===== src/hw/rtl/gfcc_pkg.sv =====
// ----------------------------------------------------------------------------
// gfcc_pkg: shared types and constants for the grid footprint collision check
// Register indexes, request codes, datapath widths and the Q15.16 saturator.
// ----------------------------------------------------------------------------
package gfcc_pkg;

	// configuration register indexes
	localparam int CFG_IDX_W = 3;
	localparam logic [CFG_IDX_W-1:0] REG_GRID_WIDTH = 3'd0;
	localparam logic [CFG_IDX_W-1:0] REG_CELL_SIZE  = 3'd1;
	localparam logic [CFG_IDX_W-1:0] REG_ORIGIN_X   = 3'd2;
	localparam logic [CFG_IDX_W-1:0] REG_ORIGIN_Y   = 3'd3;
	localparam logic [CFG_IDX_W-1:0] REG_THRESHOLD  = 3'd4;

	// register reset values
	localparam logic [15:0]        RST_GRID_WIDTH = 16'd256;
	localparam logic [31:0]        RST_CELL_SIZE  = 32'd3277;
	localparam logic signed [7:0]  RST_THRESHOLD  = 8'sd50;

	// request codes
	localparam logic REQ_WRITE = 1'b0;
	localparam logic REQ_POSE  = 1'b1;

	// divider operand width
	localparam int DIV_W = 32;

	// flat cell index width: covers row * width + column for any pose
	localparam int KW = 52;

	// hit coordinate sum width before saturation
	localparam int SUM_W = 54;

	localparam longint SAT_HI = 64'sd2147483647;
	localparam longint SAT_LO = -64'sd2147483648;

	typedef logic signed [SUM_W-1:0] sum_t;

	function automatic logic signed [31:0] sat32(input sum_t v);
		logic signed [31:0] r;
		if (v > SUM_W'(SAT_HI)) begin
			r = 32'sh7fffffff;
		end else if (v < SUM_W'(SAT_LO)) begin
			r = 32'sh80000000;
		end else begin
			r = v[31:0];
		end
		return r;
	endfunction

endpackage


===== src/hw/rtl/gfcc_div.sv =====
// ----------------------------------------------------------------------------
// gfcc_div: bit-serial unsigned divider
// Restoring division, one quotient bit per cycle; results hold until next start.
// ----------------------------------------------------------------------------
module gfcc_div (
	input  logic                         clk,
	input  logic                         arst_n,
	input  logic                         start,
	input  logic [gfcc_pkg::DIV_W-1:0]   dividend,
	input  logic [gfcc_pkg::DIV_W-1:0]   divisor,
	output logic                         done,
	output logic [gfcc_pkg::DIV_W-1:0]   quot,
	output logic [gfcc_pkg::DIV_W-1:0]   rem
);

	localparam int CNT_W = $clog2(gfcc_pkg::DIV_W + 1);

	logic [CNT_W-1:0]            cnt_q;
	logic                        done_q;
	logic [gfcc_pkg::DIV_W-1:0]  quo_q;
	logic [gfcc_pkg::DIV_W-1:0]  rem_q;
	logic [gfcc_pkg::DIV_W-1:0]  dsr_q;
	logic [gfcc_pkg::DIV_W:0]    rem_sh;
	logic [gfcc_pkg::DIV_W:0]    trial;

	assign rem_sh = {rem_q, quo_q[gfcc_pkg::DIV_W-1]};
	assign trial  = rem_sh - {1'b0, dsr_q};

	always_ff @(posedge clk or negedge arst_n) begin
		if (!arst_n) begin
			cnt_q  <= '0;
			done_q <= 1'b0;
		end else begin
			done_q <= 1'b0;
			if (start) begin
				cnt_q <= CNT_W'(gfcc_pkg::DIV_W);
			end else if (cnt_q != '0) begin
				cnt_q <= cnt_q - 1'b1;
				if (cnt_q == CNT_W'(1)) begin
					done_q <= 1'b1;
				end
			end
		end
	end

	always_ff @(posedge clk) begin
		if (start) begin
			quo_q <= dividend;
			rem_q <= '0;
			dsr_q <= divisor;
		end else if (cnt_q != '0) begin
			if (!trial[gfcc_pkg::DIV_W]) begin
				rem_q <= trial[gfcc_pkg::DIV_W-1:0];
				quo_q <= {quo_q[gfcc_pkg::DIV_W-2:0], 1'b1};
			end else begin
				rem_q <= rem_sh[gfcc_pkg::DIV_W-1:0];
				quo_q <= {quo_q[gfcc_pkg::DIV_W-2:0], 1'b0};
			end
		end
	end

	assign done = done_q;
	assign quot = quo_q;
	assign rem  = rem_q;

endmodule


===== config.mk =====
export PLATFORM = sky130hd
export DESIGN_NAME = gfcc_div
export DESIGN_NICKNAME = d
export VERILOG_FILES = /design/src/hw/rtl/gfcc_pkg.sv /design/src/hw/rtl/gfcc_div.sv
export SDC_FILE = /design/constraint.sdc
export NUM_CORES = 1
export LEC_CHECK = 0
export ABC_AREA = 1
export BUFFER_PORTS_ARGS = -buffer_cell sky130_fd_sc_hd__buf_2
export CELL_PAD_IN_SITES_DETAIL_PLACEMENT = 1
export CELL_PAD_IN_SITES_GLOBAL_PLACEMENT = 1
export CORE_UTILIZATION = 43
export DETAILED_ROUTE_END_ITERATION = 6
export HOLD_SLACK_MARGIN = 0.12
export PLACE_DENSITY = 0.95
export SLEW_MARGIN = 30
export SYNTH_ARGS = -nofsm -noshare
export SYNTH_HDL_FRONTEND = slang
export SYNTH_SLANG_ARGS = --single-unit

===== constraint.sdc =====
create_clock -name clk -period 3.22 [get_ports clk]
set_input_delay 0 -clock clk [delete_from_list [all_inputs] [get_ports clk]]
set_output_delay 0 -clock clk [all_outputs]
set_load 0.005 [all_outputs]

# Word-level counts from Yosys, hierarchy flattened
# Cells that the tools add are included.
# word_totals
ff_bits,103
latchBits,0
ramBits,0
mem_bits_ro,0
in_bits,67
output_inout_bits,65
mem_count,0
# classes
add_sub_neg,2
n_mul,0
div_mod_pow,0
order_cmp,0
n_eq_ne,1
shift,0
muxes,9
bitwise,0
n_reduce_logical,2
# ops
cell,n
two-way mux 32 bit,3
subtractor 33 x 32 -> 33 bit,1
two-way mux 6 bit,2
== test 6 x 1 -> 1 bit (second input constant),1
nonzero test 6 bit,1
subtractor 6 x 1 -> 6 bit (second input constant),1
two-way mux 1 bit,4
nonzero test 2 bit,1

# Longest topological paths before layout
# Gate-level depths: netlist (run 1).
# logic_depth
depth_word,4
ltp_mapped,18

# Least setup slack after synthesis (run 1)
# OpenSTA, ideal clock, no wires.
# synth_path
path_kind,register to register
from,register quo_q (netlist bit quot[31])
to,"register quo_q (netlist bit quot[0]), data pin"
setup_ns,0.264
arrival_time_ns,1.977
setup_slack_ns,0.979
stages_incl_launch_ff,15
n_path_buf,1
path_cell_list,edfxtp_1 > inv_1 > ha_1 > fa_1 > inv_1 > nand2_1 > nand2_1 > nand3_1 > nand2_1 > nand2_1 > nand2_1 > nand2_2 > nand3_4 > buf_2 > a31oi_1
# synth_via
elab_chain_len,4
# synth_rtl
element,line,source
from (decl),gfcc_div.sv:20,logic [gfcc_pkg::DIV_W-1:0] quo_q;
from (signal assigned),gfcc_div.sv:48,quo_q <= dividend;
from (signal assigned),gfcc_div.sv:54,"quo_q <= {quo_q[gfcc_pkg::DIV_W-2:0], 1'b1};"
from (signal assigned),gfcc_div.sv:57,"quo_q <= {quo_q[gfcc_pkg::DIV_W-2:0], 1'b0};"
subtractor 33 x 32 -> 33 bit,gfcc_div.sv:27,"assign trial = rem_sh - {1'b0, dsr_q};"
two-way mux 1 bit,gfcc_div.sv:52,if (!trial[gfcc_pkg::DIV_W]) begin
two-way mux 32 bit,gfcc_div.sv:51,end else if (cnt_q != '0) begin
two-way mux 32 bit,gfcc_div.sv:47,if (start) begin
# No other way between the ends. The select of a mux whose other input is x is not followed.
# A chain may end at the register's enable or synchronous reset.

# Final worst setup path (run 1)
# layout_path
from,register quo_q (netlist bit quot[31])
to,register rem_q (netlist bit rem[0])
# layout_via
elab_chain_len,2
# layout_rtl
element,line,source
subtractor 33 x 32 -> 33 bit,gfcc_div.sv:27,
two-way mux 32 bit *,gfcc_div.sv:52,
to (signal assigned),gfcc_div.sv:53,rem_q <= trial[gfcc_pkg::DIV_W-1:0];
to (signal assigned),gfcc_div.sv:56,rem_q <= rem_sh[gfcc_pkg::DIV_W-1:0];
to (decl),gfcc_div.sv:21,logic [gfcc_pkg::DIV_W-1:0] rem_q;
# Mark *: on every way between the ends. The rest lies on a longest branch, timed or not.

==> metrics.txt, run 1 <==
dominant synthesized flop cell edfxtp_1; fin area 8680 um^2; Clk pwr share between 30% and 40%; Site Rows 45; crit-path most repeated cell nand2_1; Post-route DRC 0; RSZ-0062 raised after global routing false; total track usage between 30 and 40%; Port Buf Inserts approximately 130; core area approximately 15000 um^2; Yosys reg bits between 100 and 150; Post-DP Area about 7700 um^2; worst setup path class reg2reg; area grow syn2layout 27.03%; Setup-failing EPs final 0; fin crit share between 90% and 100%; cells after synthesis between 900 and 1k; Netlist cell types 34; fin cells around 1.4k; die area 16400 um^2; register share of total power roughly 45%; Fillers 2026; IO Count between 100 and 150; DIE HEIGHT 128.1 um; Worst Path Buf+Inv 3; CP Max Fanout 20; Starting Density between 40 and 50%; # hold bufs at CTS 66; CTS buffer count 9; diodes inserted 0; Rel. slew slack around 48%; post-synthesis sequential area ratio 40.07%; Gate power share a little under a quarter; RD Place Congestion between 0.9 and 1; DPL Wire Length ~16 mm; Max Root-Sink Buffers 2; Yosys warnings 0; insertion delay to the later sink of the worst-skew pair roughly 380 ps; Worst Max-Slew Pin Slew 784.5 ps; via/cell ratio 5.206; CTS tree built; Critical Path End Type flip-flop; Post-synth EDFFs 64; Netlist Area Pre-Place a little under 7000 um^2; largest net degree at the start of global routing 65; asr flop ratio synth 6.796%; Initial DRT Pass Iterations 5; Max-Cap Viols 0; fmax between 300 and 400 MHz; status complete, no violations; clk slew on worst S/H paths 80 ps; DR WL/cell about 18 um; CP required about 3400 ps; total clock sinks 103; setup bufs post-CTS 0; initial antenna violation count 0; die width around 130 um; Worst setup SP type flip-flop; # nets final 1286; most frequent cells in the layout nand2_1 (434), inv_1 (180), buf_2 (131), dlygate4sd3_1 (66), nand3_1 (65); post-cts sizing count 0; P_sw about 1.2 mW; vias in the first global route just under 8k; setup tns final 0 ps; first-pass GRT wire length 40.36 mm; root buffer cell clkbuf_16; most common cell after layout, fill and taps aside nand2_1; Lkg Pwr 4.878 nW; Congestion Overflow GR 0; clk_skew about 22 ps; Worst path slowest cell fa_1; Final Max Slew Viols 0; DRT iter0 DRCs between 400 and 500; HP Class in2reg; Arr. time, crit path about 3200 ps; Worst path max stage delay 410 ps; wirelength, routed around 26 mm; syn_nets 1093; share of cells above drive strength 1 between 10 and 15%; Post-Place Cells 1318; pwr/cell area around 440 nW/um^2; P_int between 2 and 3 mW; vias after detailed routing between 7k and 8k; post-layout min period 2935 ps; H-Tree Depth 3; maximum VDD drop about 380 uV; Sw Share between 30 and 40%; Crit path max-delay family simple AND/OR/NAND/NOR gates; worst-path cell chain inv_1 -> ha_1 -> fa_1 -> inv_1 -> nand2_1 -> nand2_1 -> nand3_1 -> nand2_1 -> nand2_1 -> nand2_1 -> nand2_2 -> nand3_4 -> buf_4 -> nand3_1 -> nand3_1 -> o21ai_0; Post-DRT Antenna Nets 0; Syn Area/Cell approximately 6.9 um^2; Fin. Hold Viols 0
-- per-layer routing --
metal	part of all wire (%)	track usage, %	vias up
met5	0	0	-
met4	4.0	14.33	0
met3	6.9	8.639	78
met2	49	57.51	288
met1	40	36.31	3502
li1	-	-	3421
-- tightest hold or removal path, cell delays in order --
cell and delay (ps):
buf_2 160, clkinv_1 70, nand2_1 150, nor2_1 170
-- synth_stat cells (2+ instances only) --
cell	number	area (um^2)
ha_1	34	425.4
dfxtp_1	32	640.6
nand3_1	65	325.3
edfxtp_1	64	1922
nor2_2	2	12.51
buf_6	3	33.78
nand2_4	2	22.52
and2_1	9	56.30
dfrtp_1	7	175.2
nand2_1	434	1629
nor2_1	43	161.4
o21ai_0	3	15.01
xor2_1	2	17.52
nor3_1	7	35.03
nand4_1	6	37.54
xnor2_1	15	131.4
clkbuf_1	10	37.54
a21oi_1	20	100.1
nand3b_1	29	217.7
a31oi_1	2	12.51
clkinv_1	2	7.510
nand2_2	2	12.51
buf_2	8	40.04
inv_1	180	675.7
-- path summary, 6_finish.rpt --
path | startpoint | end | slack (ps) | cells after the start
max in group asynchronous | arst_n | cnt_q[0]$_DFFE_PN0P_ | 2320 | 3
hold / removal | start | cnt_q[4]$_DFFE_PN0P_ | 230 | 4
setup reg to reg | quot[31]$_DFFE_PP_ | rem[0]$_SDFFE_PP0P_ | 290 | 16
setup / recovery | quot[31]$_DFFE_PP_ | rem[0]$_SDFFE_PP0P_ | 290 | 16
hold reg to reg | rem[24]$_SDFFE_PP0P_ | rem[24]$_SDFFE_PP0P_ | 480 | 2
min in group asynchronous | arst_n | cnt_q[4]$_DFFE_PN0P_ | 630 | 3
-- through the flow --
| step | total power [mW] | setup slack, ps | utilization [%] | hold slack (ps) |
|---|---|---|---|---|
| finish | 3.782 | 285.1 | 56.47 | 232.9 |
| global route | 3.913 | 92.63 | 56.47 | 242.3 |
| CTS | 3.690 | 388.9 | 56.47 | 193.3 |
| detailed placement | 2.436 | 428.1 | 50.13 | -152.5 |
| global placement | 2.380 | 606.4 | 50.13 | -157.1 |
| floorplan | 2.114 | 979.1 | - | -295.6 |
-- area by class of cell --
| cell class | instances | area (um^2) | area share, % |
|---|---|---|---|
| clock inverter | 7 | 88.84 | 1.023 |
| clock buffer | 9 | 225.2 | 2.595 |
| tap | 211 | 264.0 | 3.042 |
| timing repair buffer | 204 | 1381 | 15.91 |
| inverter | 183 | 686.9 | 7.914 |
| multi-input combinational | 683 | 3296 | 37.97 |
| sequential | 103 | 2738 | 31.54 |
-- logic make-up (layout without fill, tap and decap cells) --
| logic type | after synthesis | in the layout | synth area share, % |
|---|---|---|---|
| simple gates | 603 | 603 | 37.32 |
| buf+inv | 205 | 403 | 11.74 |
| flops | 103 | 103 | 40.07 |
| fa+ha+maj | 35 | 35 | 6.519 |
| compound gates | 28 | 28 | 2.179 |
| xor+xnor | 17 | 17 | 2.179 |
-- flip-flops by register name (all words and copies together) (netlist names) --
| name | flops |
|---|---|
| cnt_q | 6 |
| dsr_q | 32 |
| rem | 32 |
| quot | 32 |
| done | 1 |
-- power by group through the flow --
stage	logic (mW)	clock network (mW)	registers, mW
finish	0.870	1.21	1.70
global route	0.942	1.26	1.71
CTS	0.805	1.21	1.68
detailed placement	0.734	0	1.70
global placement	0.686	0	1.69
floorplan	0.426	0	1.69
No activity file was read; power rests on OpenSTA's default activity.
==> run 2: changes to the inputs <==
--- a/config.mk
+++ b/config.mk
@@ -13,6 +13,7 @@
 export DETAILED_ROUTE_END_ITERATION = 6
 export HOLD_SLACK_MARGIN = 0.12
 export PLACE_DENSITY = 0.95
+export SETUP_SLACK_MARGIN = 0.3
 export SLEW_MARGIN = 30
 export SYNTH_ARGS = -nofsm -noshare
 export SYNTH_HDL_FRONTEND = slang
==> run 2 against run 1 <==
  * Non-clock buffer count is 2 higher
  * Setup slack better by 160 ps
  * Power increased by 0.22%
  * Global-route usage did not move
  * Core utilization is 0.42 points higher
  * Sequential share of layout area decreased by 0.23 points
  * Die area stayed put
  * Largest power group unchanged
  * Combinational power is 0.5% higher
  * First-iteration DRC count decreased by 14%
==> metrics.txt, run 2 (same netlist as run 1, synthesis figures left out) <==
die area 16400 um^2 (unchanged); Sw Share 33.06% (+0.13 points); setup tns final 0 ps (unchanged); met3 WL 1.832 mm (+3.4%); Crit path max-delay family simple AND/OR/NAND/NOR gates; DRT iter0 DRCs 362 (-14%); DIE HEIGHT 128.1 um (unchanged); post-layout min period 2771 ps (-164.0 ps); share of cells above drive strength 1 14.17% (+0.37 points); Post-DP Area 7705 um^2 (unchanged); worst-path cell chain inv_1 -> ha_1 -> fa_1 -> inv_1 -> nand2_1 -> nand2_1 -> nand3_1 -> nand2_2 -> nand2_1 -> nand2_1 -> nand2_2 -> nand2_2 -> nand2_4 -> nand2_8 -> nand2_1 -> nand3_1 -> o21ai_0; Final Max Slew Viols 0 (unchanged); DR WL/cell 18.88 um (+3.5%); pwr/cell area 433.5 nW/um^2 (-0.51%); wirelength, routed 26.51 mm (+3.8%); Fin Hold WS 235.2 ps (+2.319 ps); Max-Cap Viols 0 (unchanged); Setup-failing EPs final 0 (unchanged); Starting Density 44.45% (unchanged); Critical Path End Type flip-flop; Arr. time, crit path 2990 ps (-170 ps); H-Tree Depth 3 (unchanged); CTS tree built; register share of total power 44.8% (about the same); Worst Max-Slew Pin Slew 786.4 ps (+1.933 ps); Lkg Pwr 4.904 nW (+0.54%); Post-DRT Antenna Nets 0 (unchanged); RSZ-0062 raised after global routing true; status complete, no violations; Worst path slowest cell fa_1; most frequent cells in the layout nand2_1 (433), inv_1 (180), buf_2 (131), dlygate4sd3_1 (66), nand3_1 (65); vias after detailed routing 7413 (+1.7%); overall power 3.790 mW (+0.22%); vias in the first global route 7749 (unchanged); core area 15370 um^2 (unchanged); initial antenna violation count 0 (unchanged); Initial DRT Pass Iterations 4 (-1); diodes inserted 0 (unchanged); Worst setup SP type flip-flop; Worst path max stage delay 410 ps (about the same); Congestion Overflow GR 0 (unchanged); clk_skew 22.66 ps (+0.4241 ps); wl on met1 10.45 mm (+3.1%); clk slew on worst S/H paths 80 ps (about the same); die width 128.1 um (unchanged); register area 2738 um^2 (unchanged); P_sw 1.253 mW (+0.60%); fin area 8743 um^2 (+0.74%); IO Count 132 (unchanged); met2 routed WL 13.01 mm (+3.2%); Site Rows 45 (unchanged); CTS buffer count 9 (unchanged); first-pass GRT wire length 40.36 mm (unchanged); Multi-input gate area 3328 um^2 (+0.99%); HP Class in2reg; Clk pwr share 32.1% (about the same); Post-route DRC 0 (unchanged); via/cell ratio 5.280 (+1.4%); fin crit share 86.05% (-5.1 points); DPL Wire Length 16.07 mm (unchanged); Gate power share 23.1% (about the same); Rel. slew slack 47.57% (-0.13 points); CP Max Fanout 16 (-20%); Max Root-Sink Buffers 2 (unchanged); maximum VDD drop 375.9 uV (+0.11%); P_int 2.537 mW (about the same); fmax 360.9 MHz (+5.9%); largest net degree at the start of global routing 65 (unchanged); # nets final 1290 (+0.31%); worst setup path class reg2reg; total clock sinks 103 (unchanged); Port Buf Inserts 131 (unchanged); highest routed metal layer met4; area grow syn2layout 27.96%; RD Place Congestion 0.9132 (unchanged); most common cell after layout, fill and taps aside nand2_1; Fin. Hold Viols 0 (unchanged); Fillers 2023 (-0.15%); CP required 3440 ps (about the same); Worst Path Buf+Inv 2 (-1); insertion delay to the later sink of the worst-skew pair 380 ps (about the same); root buffer cell clkbuf_16; crit-path most repeated cell nand2_1; total track usage 32.38% (unchanged); reg2reg setup slack 450 ps (+160 ps); final core occ 56.88% (+0.42 points)
-- run 2: final timing paths --
kind,start,cells past startpoint,endpoint
worst max-delay path,quot[31]$_DFFE_PP_,17,rem[0]$_SDFFE_PP0P_
worst min-delay path,start,4,cnt_q[4]$_DFFE_PN0P_
worst max register to register,quot[31]$_DFFE_PP_,17,rem[0]$_SDFFE_PP0P_
worst min register to register,rem[24]$_SDFFE_PP0P_,2,rem[24]$_SDFFE_PP0P_
max in group asynchronous,arst_n,3,cnt_q[0]$_DFFE_PN0P_
min in group asynchronous,arst_n,3,cnt_q[1]$_DFFE_PN0P_
-- run 2: metrics by stage --
| step | setup slack [ps] | std cells |
|---|---|---|
| 2_1_floorplan | 979.1 | 991 |
| 3_3_place_gp | 606.4 | 1318 |
| 3_5_place_dp | 428.1 | 1318 |
| 4_1_cts | 388.9 | 1400 |
| 5_1_grt | 243.6 | 1404 |
| 6_report | 449.2 | 1404 |
-- run 2: power by group through the flow --
stage	combinational (mW)	sequential (mW)	clock, mW
CTS	0.805	1.68	1.21
floorplan	0.426	1.69	0
global placement	0.686	1.69	0
finish	0.874	1.70	1.22
detailed placement	0.734	1.70	0
global route	0.945	1.71	1.26
-- run 2: layout make-up --
| type | count | share of cell area (%) |
|---|---|---|
| clock inverter | 7 | 1.016 |
| tap | 211 | 3.019 |
| sequential | 103 | 31.31 |
| multi-input combinational | 685 | 38.07 |
| clock buffer | 9 | 2.576 |
| timing repair buffer | 206 | 16.16 |
| inverter | 183 | 7.856 |
-- run 2: routing by layer --
layer,vias up,GRT usage [%]
met5,-,0
met4,0,14.33
met3,98,8.639
met2,320,57.51
met1,3561,36.31
li1,3434,-
-- run 2: what timing repair did --
action	in CTS	in global routing
gates resized for setup	0	6
setup buffers	0	2
hold buffers	66	0
endpoints found under the hold margin	71	0
endpoints found under the setup margin	0	33
-- run 2: worst reg2reg max path: stages (launching register included) --
cell and delay, ps:
edfxtp_1 380, inv_1 90, ha_1 240, fa_1 410
inv_1 110, nand2_1 70, nand2_1 110, nand3_1 100
nand2_2 130, nand2_1 60, nand2_1 120, nand2_2 120
nand2_2 90, nand2_4 130, nand2_8 200, nand2_1 80
nand3_1 80, o21ai_0 120
==> run 3: changes to the inputs <==
--- a/config.mk
+++ b/config.mk
@@ -9,10 +9,11 @@
 export BUFFER_PORTS_ARGS = -buffer_cell sky130_fd_sc_hd__buf_2
 export CELL_PAD_IN_SITES_DETAIL_PLACEMENT = 1
 export CELL_PAD_IN_SITES_GLOBAL_PLACEMENT = 1
-export CORE_UTILIZATION = 43
+export CORE_UTILIZATION = 41
+export CTS_BUF_LIST = sky130_fd_sc_hd__clkbuf_4
 export DETAILED_ROUTE_END_ITERATION = 6
 export HOLD_SLACK_MARGIN = 0.12
-export PLACE_DENSITY = 0.95
+export PLACE_DENSITY = 0.93
 export SETUP_SLACK_MARGIN = 0.3
 export SLEW_MARGIN = 30
 export SYNTH_ARGS = -nofsm -noshare
==> constraint.sdc (replaced) <==
create_clock -name clk -period 3.1 [get_ports clk]
set_input_delay 0 -clock clk [delete_from_list [all_inputs] [get_ports clk]]
set_output_delay 0 -clock clk [all_outputs]
set_load 0.005 [all_outputs]
==> run 3 against run 2 <==
  * Maximum frequency up 2.0%
  * Routed wire length fell by 7.9%
  * Clock power shrank 35%
  * Final cell count increased by 0.64%
  * First-iteration DRC count is 6.1% higher
  * Flip-flop and latch count did not move
  * Power shrank 10%
  * Count of clock-buffer cells in the layout is 1 higher
  * Setup slack lost 66 ps
  * Die area rose by 4.8%
  * Critical endpoint unchanged
==> metrics.txt, run 3 (same netlist as run 1, synthesis figures left out) <==
die area 17190 um^2 (+4.8%); setup tns final 0 ps (unchanged); RSZ-0062 raised after global routing false; Initial DRT Pass Iterations 5 (+1); GRT met1 Usage 33.17% (-3.1 points); DPL Wire Length 15.93 mm (-0.86%); fin crit share 87.64% (+1.6 points); post-layout min period 2717 ps (-54.13 ps); Site Rows 46 (+2.2%); DIE HEIGHT 131.1 um (+2.4%); H-Tree Depth 3 (unchanged); # nets final 1294 (+0.31%); Max Root-Sink Buffers 2 (unchanged); status complete, no violations; Congestion Overflow GR 0 (unchanged); Final Max Slew Viols 0 (unchanged); first-pass GRT wire length 36.30 mm (-10%); register area 2738 um^2 (unchanged); root buffer cell clkbuf_4; P_sw 1.144 mW (-8.7%); Fillers 2096 (+3.6%); Multi-input gate area 3366 um^2 (+1.1%); clk slew on worst S/H paths 190 ps (+110 ps); Post-DRT Antenna Nets 0 (unchanged); clk_skew 21.23 ps (-1.429 ps); Fin. Hold Viols 0 (unchanged); share of cells above drive strength 1 14.45% (+0.29 points); Max-Cap Viols 0 (unchanged); Gate power share 25.3% (+2.2 points); Sw Share 33.64% (+0.58 points); worst reg2reg path depth 15 (-2); most frequent cells in the layout nand2_1 (433), inv_1 (180), buf_2 (131), dlygate4sd3_1 (67), nand3_1 (65); HP Class in2reg; diodes inserted 0 (unchanged); worst setup path class reg2reg; most common cell after layout, fill and taps aside nand2_1; die width 131.1 um (+2.4%); Fin Hold WS 175.1 ps (-60.14 ps); area grow syn2layout 26.70%; Post-route DRC 0 (unchanged); Worst setup SP type flip-flop; Starting Density 42.55% (-1.9 points); pwr/cell area 392.9 nW/um^2 (-9.4%); largest net degree at the start of global routing 66 (+1.5%); DR WL/cell 17.28 um (-8.5%); core area 16060 um^2 (+4.5%); total clock sinks 103 (unchanged); Post-Place Cells 1324 (+0.46%); met2 usage 48.15% (-9.4 points); wirelength, routed 24.41 mm (-7.9%); total track usage 27.90% (-4.5 points); Critical Path End Type flip-flop; insertion delay to the later sink of the worst-skew pair 510 ps (+130 ps); register share of total power 51.4% (+6.6 points); Arr. time, crit path 3110 ps (+120 ps); Setup-failing EPs final 0 (unchanged); via/cell ratio 5.100 (-3.4%); DP Worst Slack 299.4 ps (-128.7 ps); Clk pwr share 23.3% (-8.8 points); Worst Max-Slew Pin Slew 817.3 ps (+30.83 ps); RD Place Congestion 0.8842 (-3.2%); DRT iter0 DRCs 384 (+6.1%); Lkg Pwr 4.856 nW (-0.99%); initial antenna violation count 0 (unchanged); CTS tree built; fmax 368.1 MHz (+2.0%); setup ws final 383.3 ps (-65.88 ps); global routing usage on met3 5.722% (-2.9 points); IO Count 132 (unchanged); CP Max Fanout 17 (+1); vias in the first global route 7321 (-5.5%); CTS buffer count 9 (unchanged); P_int 2.257 mW (-11%); Port Buf Inserts 131 (unchanged); Hold Crit Depth 2 (-2); Rel. slew slack 45.52% (-2.1 points); maximum VDD drop 296.9 uV (-21%); CP required 3490 ps (+50 ps); vias after detailed routing 7207 (-2.8%); busiest layer in global routing met2; fin cells 1413 (+0.64%)
run 3: layer usage:
layer / up-vias / routed length, um
met2: 251 / 11890
met1: 3445 / 10140
met3: 62 / 1480
met4: 0 / 900
met5: - / 0
li1: 3449 / -
run 3: worst max-delay path, stage by stage (launching register included):
cell and delay, ps:
edfxtp_1 450, inv_1 100, ha_1 290, nand2_1 110
nand2_1 100, nand2_1 80, nand2_1 90, nand2_1 90
nand2_1 50, a21oi_1 390, nand2_4 150, nand2_8 190
buf_8 190, nand3_1 90, nand3_1 100, o21ai_0 110
run 3: power by group through the flow:
stage                     Combinational (mW)  Sequential (mW)  Clock [mW]
after floorplan                        0.443             1.75           0
after global placement                 0.719             1.76           0
after detailed placement               0.757             1.76           0
after CTS                              0.830             1.74       0.808
after global routing                   0.951             1.76       0.845
final                                  0.861             1.75       0.792
run 3: path summary, 6_finish.rpt:
kind / slack [ps] / start / endpoint
min in group asynchronous: 410 / arst_n / cnt_q[1]$_DFFE_PN0P_
max in group asynchronous: 2440 / arst_n / cnt_q[0]$_DFFE_PN0P_
min reg2reg: 500 / rem[7]$_SDFFE_PP0P_ / rem[7]$_SDFFE_PP0P_
min: 180 / divisor[1] / dsr_q[1]$_DFFE_PP_
max: 380 / dsr_q[25]$_DFFE_PP_ / rem[0]$_SDFFE_PP0P_
max reg2reg: 380 / dsr_q[25]$_DFFE_PP_ / rem[0]$_SDFFE_PP0P_
run 3: layout make-up:
| cell class | count | area share (%) |
|---|---|---|
| Multi-Input combinational cell | 686 | 38.88 |
| Tap cell | 216 | 3.122 |
| Inverter | 183 | 7.935 |
| Timing Repair Buffer | 209 | 16.69 |
| Clock inverter | 6 | 0.8816 |
| Clock buffer | 10 | 0.8672 |
| Sequential cell | 103 | 31.62 |
run 3: metrics by stage:
step | total power, mW | area (um^2) | util (%)
2_1_floorplan | 2.196 | 6833 | -
3_3_place_gp | 2.476 | 7706 | 47.99
3_5_place_dp | 2.522 | 7706 | 47.99
4_1_cts | 3.380 | 8537 | 53.16
5_1_grt | 3.558 | 8657 | 53.91
6_report | 3.401 | 8657 | 53.91
run 3: repair_timing:
| action | in CTS | in global routing |
|---|---|---|
| setup endpoints to repair | 1 | 32 |
| resized for setup | 1 | 8 |
| gates cloned | 0 | 3 |
| pin swaps | 0 | 2 |
| hold buffers | 67 | 0 |
| hold endpoints to repair | 72 | 0 |
| setup buffers | 0 | 3 |
